File: config.mk
export PLATFORM = sky130hd
export DESIGN_NAME = circular_deque
export DESIGN_NICKNAME = d
export VERILOG_FILES = /design/src/hw/rtl/cdq_pkg.sv /design/src/hw/rtl/cdq_ram.sv /design/src/hw/rtl/circular_deque.sv
export VERILOG_INCLUDE_DIRS = /design/src /design/src/hw/rtl
export SDC_FILE = /design/constraint.sdc
export NUM_CORES = 1
export LEC_CHECK = 0
export BUFFER_PORTS_ARGS = -buffer_cell sky130_fd_sc_hd__buf_2
export CORE_ASPECT_RATIO = 0.75
export CORE_MARGIN = 3
export CORE_UTILIZATION = 52
export DETAILED_ROUTE_END_ITERATION = 7
export GPL_TIMING_DRIVEN = 0
export PLACE_DENSITY = 0.75
export SLEW_MARGIN = 20
export SYNTH_ARGS = -nofsm -noshare
export SYNTH_HDL_FRONTEND = slang
export SYNTH_SLANG_ARGS = --single-unit
File: constraint.sdc
create_clock -name clk_i -period 6.2 [get_ports clk_i]
set_clock_uncertainty 0.2 [all_clocks]
set_input_delay 0.62 -clock clk_i [delete_from_list [all_inputs] [get_ports clk_i]]
set_output_delay 0.62 -clock clk_i [all_outputs]
set_load 0.03 [all_outputs]
File: src/hw/rtl/circular_deque_defines.svh
// ----------------------------------------------------------------------------
// circular_deque_defines: assertion macros
// Shared concurrent assertion forms for the deque RTL.
// ----------------------------------------------------------------------------
`ifndef CIRCULAR_DEQUE_DEFINES_SVH
`define CIRCULAR_DEQUE_DEFINES_SVH

// check a property on every rising clock edge outside reset
`define CDQ_ASSERT(lbl, prop, msg) \
  lbl: assert property (@(posedge clk_i) disable iff (!rst_ni) (prop)) else $error(msg);

// check that a condition never holds outside reset
`define CDQ_NEVER(lbl, cond, msg) \
  `CDQ_ASSERT(lbl, !(cond), msg)

`endif

File: src/hw/rtl/cdq_pkg.sv
// ----------------------------------------------------------------------------
// cdq_pkg
// Types, codes and index helpers for the circular deque.
// ----------------------------------------------------------------------------
`default_nettype none

package cdq_pkg;

  localparam int unsigned DEPTH = 8;
  localparam int unsigned IdxW  = (DEPTH > 1) ? $clog2(DEPTH) : 1;
  localparam logic [IdxW-1:0] LastIdx = IdxW'(DEPTH - 1);

  localparam logic [2:0] ActPushFront = 3'd0;
  localparam logic [2:0] ActPushRear  = 3'd1;
  localparam logic [2:0] ActPopFront  = 3'd2;
  localparam logic [2:0] ActPopRear   = 3'd3;
  localparam logic [2:0] ActQuery     = 3'd4;

  localparam logic [1:0] StDone  = 2'd0;
  localparam logic [1:0] StFull  = 2'd1;
  localparam logic [1:0] StEmpty = 2'd2;

  typedef enum logic {
    CdqIdle,
    CdqRead
  } cdq_state_e;

  typedef struct packed {
    logic [2:0]         action;
    logic signed [31:0] value;
  } cdq_in_t;

  typedef struct packed {
    logic [1:0]         status;
    logic signed [31:0] popped_value;
    logic signed [31:0] front_value;
    logic signed [31:0] rear_value;
    logic               is_full;
    logic               is_empty;
  } cdq_out_t;

  function automatic logic [IdxW-1:0] idx_inc(input logic [IdxW-1:0] i);
    return (i == LastIdx) ? '0 : i + IdxW'(1);
  endfunction

  function automatic logic [IdxW-1:0] idx_dec(input logic [IdxW-1:0] i);
    return (i == '0) ? LastIdx : i - IdxW'(1);
  endfunction

endpackage

`default_nettype wire

File: src/hw/rtl/cdq_ram.sv
// ----------------------------------------------------------------------------
// cdq_ram
// Generic single-write, single-read RAM with a registered read port.
// ----------------------------------------------------------------------------
`default_nettype none

module cdq_ram #(
  parameter int unsigned Width = 32,
  parameter int unsigned Depth = 8,
  parameter int unsigned AddrW = (Depth > 1) ? $clog2(Depth) : 1
) (
  input  wire logic             clk_i,
  input  wire logic             we_i,
  input  wire logic [AddrW-1:0] waddr_i,
  input  wire logic [Width-1:0] wdata_i,
  input  wire logic             re_i,
  input  wire logic [AddrW-1:0] raddr_i,
  output logic      [Width-1:0] rdata_o
);

  logic [Width-1:0] mem [Depth];

  always_ff @(posedge clk_i) begin
    if (we_i) begin
      mem[waddr_i] <= wdata_i;
    end
  end

  always_ff @(posedge clk_i) begin
    if (re_i) begin
      rdata_o <= mem[raddr_i];
    end
  end

endmodule

`default_nettype wire

File: src/hw/rtl/circular_deque.sv
// ----------------------------------------------------------------------------
// circular_deque
// Double-ended queue over a circular slot RAM with cached end values.
//
//   channel   direction  handshake             payload
//   command   in         start & !busy         in_i     (cdq_in_t)
//   result    out        done_o, one cycle     result_o (cdq_out_t)
//
// Pushes, queries, spare action codes, rejected actions and a pop of the last
// element return their result in the cycle after the transaction.
// Any other pop goes through the read state; busy is high for one cycle while
// the slot RAM reads the new end element through its registered read port.
// Reset clears pointers and the empty flag; slots need no clearing pass.
// The receiver cannot stall; every result strobes for one cycle.
// ----------------------------------------------------------------------------
`default_nettype none

`include "circular_deque_defines.svh"

module circular_deque (
  input  wire logic             clk_i,
  input  wire logic             rst_ni,
  input  wire logic             start,
  output logic                  busy,
  input  wire cdq_pkg::cdq_in_t in_i,
  output logic                  done_o,
  output cdq_pkg::cdq_out_t     result_o
);

  import cdq_pkg::*;

  cdq_state_e state_q, state_d;

  logic [IdxW-1:0]    front_q, front_d;
  logic [IdxW-1:0]    rear_q, rear_d;
  logic               empty_q, empty_d;
  logic signed [31:0] fval_q, fval_d;
  logic signed [31:0] rval_q, rval_d;
  logic signed [31:0] pend_q, pend_d;
  logic               pend_front_q, pend_front_d;
  logic               done_q, done_d;
  cdq_out_t           result_q, result_d;

  logic               go_read;
  logic               full_now;
  logic               we;
  logic [IdxW-1:0]    waddr;
  logic               re;
  logic [IdxW-1:0]    raddr;
  logic [31:0]        rdata;
  logic [1:0]         status_d;
  logic signed [31:0] popped_d;

  cdq_ram #(
    .Width(32),
    .Depth(DEPTH),
    .AddrW(IdxW)
  ) u_slots (
    .clk_i  (clk_i),
    .we_i   (we),
    .waddr_i(waddr),
    .wdata_i(in_i.value),
    .re_i   (re),
    .raddr_i(raddr),
    .rdata_o(rdata)
  );

  assign full_now = !empty_q && (front_q == idx_inc(rear_q));

  always_comb begin
    front_d      = front_q;
    rear_d       = rear_q;
    empty_d      = empty_q;
    fval_d       = fval_q;
    rval_d       = rval_q;
    pend_d       = pend_q;
    pend_front_d = pend_front_q;
    status_d     = StDone;
    popped_d     = '0;
    we           = 1'b0;
    waddr        = front_q;
    re           = 1'b0;
    raddr        = front_q;
    go_read      = 1'b0;
    if (state_q == CdqIdle && start) begin
      case (in_i.action)
        ActPushFront, ActPushRear: begin
          if (full_now) begin
            status_d = StFull;
          end else if (empty_q) begin
            front_d = '0;
            rear_d  = '0;
            empty_d = 1'b0;
            fval_d  = in_i.value;
            rval_d  = in_i.value;
            we      = 1'b1;
            waddr   = '0;
          end else if (in_i.action == ActPushFront) begin
            front_d = idx_dec(front_q);
            fval_d  = in_i.value;
            we      = 1'b1;
            waddr   = front_d;
          end else begin
            rear_d = idx_inc(rear_q);
            rval_d = in_i.value;
            we     = 1'b1;
            waddr  = rear_d;
          end
        end
        ActPopFront, ActPopRear: begin
          if (empty_q) begin
            status_d = StEmpty;
          end else begin
            popped_d = (in_i.action == ActPopFront) ? fval_q : rval_q;
            pend_d   = popped_d;
            if (front_q == rear_q) begin
              front_d = '0;
              rear_d  = '0;
              empty_d = 1'b1;
            end else if (in_i.action == ActPopFront) begin
              front_d      = idx_inc(front_q);
              raddr        = front_d;
              re           = 1'b1;
              go_read      = 1'b1;
              pend_front_d = 1'b1;
            end else begin
              rear_d       = idx_dec(rear_q);
              raddr        = rear_d;
              re           = 1'b1;
              go_read      = 1'b1;
              pend_front_d = 1'b0;
            end
          end
        end
        ActQuery: begin
        end
        default: begin
        end
      endcase
    end else if (state_q == CdqRead) begin
      popped_d = pend_q;
      if (pend_front_q) begin
        fval_d = $signed(rdata);
      end else begin
        rval_d = $signed(rdata);
      end
    end
  end

  always_comb begin
    result_d.status       = status_d;
    result_d.popped_value = popped_d;
    result_d.front_value  = empty_d ? '0 : fval_d;
    result_d.rear_value   = empty_d ? '0 : rval_d;
    result_d.is_full      = !empty_d && (front_d == idx_inc(rear_d));
    result_d.is_empty     = empty_d;
  end

  always_comb begin
    state_d = state_q;
    case (state_q)
      CdqIdle: begin
        if (start && go_read) begin
          state_d = CdqRead;
        end
      end
      CdqRead: begin
        state_d = CdqIdle;
      end
      default: begin
        state_d = CdqIdle;
      end
    endcase
  end

  always_comb begin
    busy   = (state_q == CdqRead);
    done_d = (state_q == CdqIdle && start && !go_read) || (state_q == CdqRead);
  end

  always_ff @(posedge clk_i or negedge rst_ni) begin
    if (!rst_ni) begin
      state_q <= CdqIdle;
      front_q <= '0;
      rear_q  <= '0;
      empty_q <= 1'b1;
      done_q  <= 1'b0;
    end else begin
      state_q <= state_d;
      front_q <= front_d;
      rear_q  <= rear_d;
      empty_q <= empty_d;
      done_q  <= done_d;
    end
  end

  always_ff @(posedge clk_i) begin
    fval_q       <= fval_d;
    rval_q       <= rval_d;
    pend_q       <= pend_d;
    pend_front_q <= pend_front_d;
    result_q     <= result_d;
  end

  assign done_o   = done_q;
  assign result_o = result_q;

  `CDQ_ASSERT(a_read_one_cycle, (state_q == CdqRead) |=> (state_q == CdqIdle), "read wait too long")
  `CDQ_ASSERT(a_read_gives_result, (state_q == CdqRead) |=> done_o, "read lost its result")
  `CDQ_ASSERT(a_empty_ptrs, empty_q |-> (front_q == '0 && rear_q == '0), "empty with pointers")
  `CDQ_NEVER(a_full_and_empty, done_o && result_o.is_full && result_o.is_empty, "full and empty")

endmodule

`default_nettype wire

==> flow_summary.toml <==
[timing]
max_freq_ghz = 0.2275
fin_tns_setup_ps = 0
relSlewSlack_pct = 36.47
hold_viol = 0
setup_viol = 0
hold_ws_ps = 122.1
drv_slew = 0
fin_ws_ps = 1804
min_period_ps = 4396
min_period_over_period_pct = 70.91
tightestPinTransition_ps = 947.2
rsz0062_at_grt = "false"

[floorplan]
chipHeight_um = 170.2
rows = 59
start_util_pct = 53.34
ioPinCount = 140
dieArea_um2 = 38300
die_w_um = 225.0
core_area_um2 = 35060

[min_path]
hold_path.class = "input port to flop"
hp-start = "start"

[clock_network]
cts_resized = 0
hold_buffers = 1
clkTransAtPathRegs_ps = 60
cts_max_path_buffers = 3
ctsRootBufferMaster = "clkbuf_16"
cts_made_buffers = 46
cts_tree = "built"
post_cts_buffers = 0
cts.sinks = 494
ctsHtreeMaxLevel = 2
clk_latency_ps = 560

[power]
irDropWorstVdd_uv = 264.2
p_per_area_nw_per_um2 = 485.5
p_leak_nw = 9.014
power.total_mw = 10.59

[final_layout]
multiInputGateArea_um2 = 5105
layout.cells.most_common_list = "edfxtp_1, nand2_1, dfxtp_1"
fin_cells = 2017
area_delta_synth_final_pct = 16.64
final_util_pct = 62.22
final_area_um2 = 21820
nets = 1570
fillerInstances = 2571
seqCellArea_um2 = 13150
drive_gt1_share_pct = 18.72
n_antenna_cell = 0
final_common_cell = "edfxtp_1"

[setup_path]
slowest_stage = "a22oi_1"
crit_chain = "ha_1 -> ha_1 -> or3_1 -> nand4_1 -> clkbuf_1 -> o21ai_0 -> a22oi_1 -> nand2_1 -> nor2_4 -> buf_16"
cp_common_cell = "ha_1"
worst_ep_arrival_time_ps = 4460
path_class = "flop to flop"
cp_slowest_stage_delay_ps = 680
path_max_fanout = 18
required_ps = 6260
r2r-start = "rear_q[1]$_DFF_PN0_"
crit_start = "rear_q[1]$_DFF_PN0_"
crit_path_end_kind = "flop"
worstSetupStartpointType = "flop"

[yosys]
ys_ff_latch = 494
yosysWarnings = 0
synth-edff-count = 321
syn_inst = 1314
synthDistinctLibCells = 65
synth_ff_type = "edfxtp_1"
avgSynthCellArea_um2 = 14.23
synth_seq_area_share_pct = 70.30
synth_area_um2 = 18700
synthArstFlopShare_pct = 1.822
synth.net_count = 1362

[route]
via_count = 11760
firstDrtPassIters = 5
drcViolationCount = 0
finalWirelength_um = 45350
ant_nets = 0
wire_per_inst_um = 22.48
drt_iter0_drc = 1212
avgViaCountPerCell = 5.829

[run]
drv_cap = 0

[placed_design]
place.port_buffers = 138
dp_slack_ps = 1882
gp_congestion = 0.9049
place_area_um2 = 20270
place_inst = 1930
hpwl_um = 30200

[status]
status = "completed"

[grt]
globalRouteTotalUtil_pct = 23.55
grt_first_pass_wirelength_um = 68610
antenna_found_initial = 2
grt_pass1_vias = 11630
grt_max_degree = 39
grt-ovfl-total = 0
[path summary, 6_finish.rpt]
path,depth (start not counted),slack [ps],end
setup reg to reg,10,1800,u_slots.mem[5][4]$_DFFE_PP_
hold / removal,2,120,done_o$_DFF_PN0_
min in group asynchronous,2,250,rear_q[0]$_DFF_PN0_
setup / recovery,10,1800,u_slots.mem[5][4]$_DFFE_PP_
max in group asynchronous,2,5290,empty_q$_DFF_PN1_
hold reg to reg,2,270,fval_q[25]$_DFF_P_
[where the power goes]
part | switching, mW | internal (mW)
clock network | 1.21 | 1.63
logic | 2.20 | 1.20
registers | 0.206 | 4.16
[synthesized netlist by cell type (2+ instances only)]
cell / instances / area (um^2)
a211oi_2: 2 / 25.02
a21o_1: 33 / 247.7
a21oi_1: 39 / 195.2
a22o_1: 129 / 1130
a22oi_1: 34 / 255.2
a31oi_1: 2 / 12.51
a32oi_1: 2 / 17.52
a41oi_1: 2 / 17.52
and2_1: 34 / 212.7
buf_1: 11 / 41.29
buf_2: 10 / 50.05
buf_4: 7 / 52.55
buf_6: 15 / 168.9
clkbuf_1: 32 / 120.1
dfrtp_1: 8 / 200.2
dfxtp_1: 164 / 3283
edfxtp_1: 321 / 9639
ha_1: 10 / 125.1
inv_1: 13 / 48.80
mux2i_1: 129 / 1291
nand2_1: 182 / 683.2
nand3_1: 2 / 10.01
nand4_1: 2 / 12.51
nor2_1: 50 / 187.7
nor3_1: 9 / 45.04
nor3b_1: 3 / 22.52
nor4_1: 2 / 12.51
o211ai_1: 4 / 30.03
o21a_1: 4 / 30.03
o21ai_0: 12 / 60.06
or3_1: 7 / 43.79
xnor2_1: 2 / 17.52
xor2_1: 4 / 35.03
xor2_2: 3 / 48.80
[logic make-up after synthesis]
family | after synthesis | synth area share [%]
AO/OA/AOI/OAI | 278 | 11.65
multiplexers | 130 | 6.984
XOR/XNOR | 9 | 0.5419
flip-flops | 494 | 70.30
buffers and inverters | 91 | 2.676
adder cells (fa/ha/maj) | 10 | 0.6689
AND/OR/NAND/NOR | 302 | 7.178
[area by class of cell]
cell class,count,area share (%)
repair buffers,160,4.376
well taps,457,2.621
flip-flops and latches,494,60.27
clock inverters,24,1.004
inverters,16,0.3097
clock buffers,62,6.028
plain buffers,75,1.990
multi-input cells,729,23.40
[worst max-delay path: cells and delay by family, from the launching register on]
family | cells | cell delay (ps)
simple gates | 4 | 1390
compound gates | 2 | 880
buf+inv | 2 | 660
fa+ha+maj | 2 | 490
flops | 1 | 470
[flip-flops by register name, summed over array words and instances, names as in the netlist]
name,cells
rear_q,3
done_o,1
busy,1
pend_q,32
u_slots.rdata_o,32
empty_q,1
front_q,3
rval_q,32
u_slots.mem,256
fval_q,32
pend_front_q,1
result_o,100
[layer usage]
layer  routed length, um  track usage, %  vias to the layer above  share of wire (%)
li1                    -               -                     5331                  -
met1               19750           33.38                     5794                 44
met2               20690           37.04                      543                 46
met3                3690           4.449                       86                8.1
met4                1198           7.954                        4                2.6
met5                  24               0                        -              0.053
Note: power is estimated with default switching activity, not from simulation.
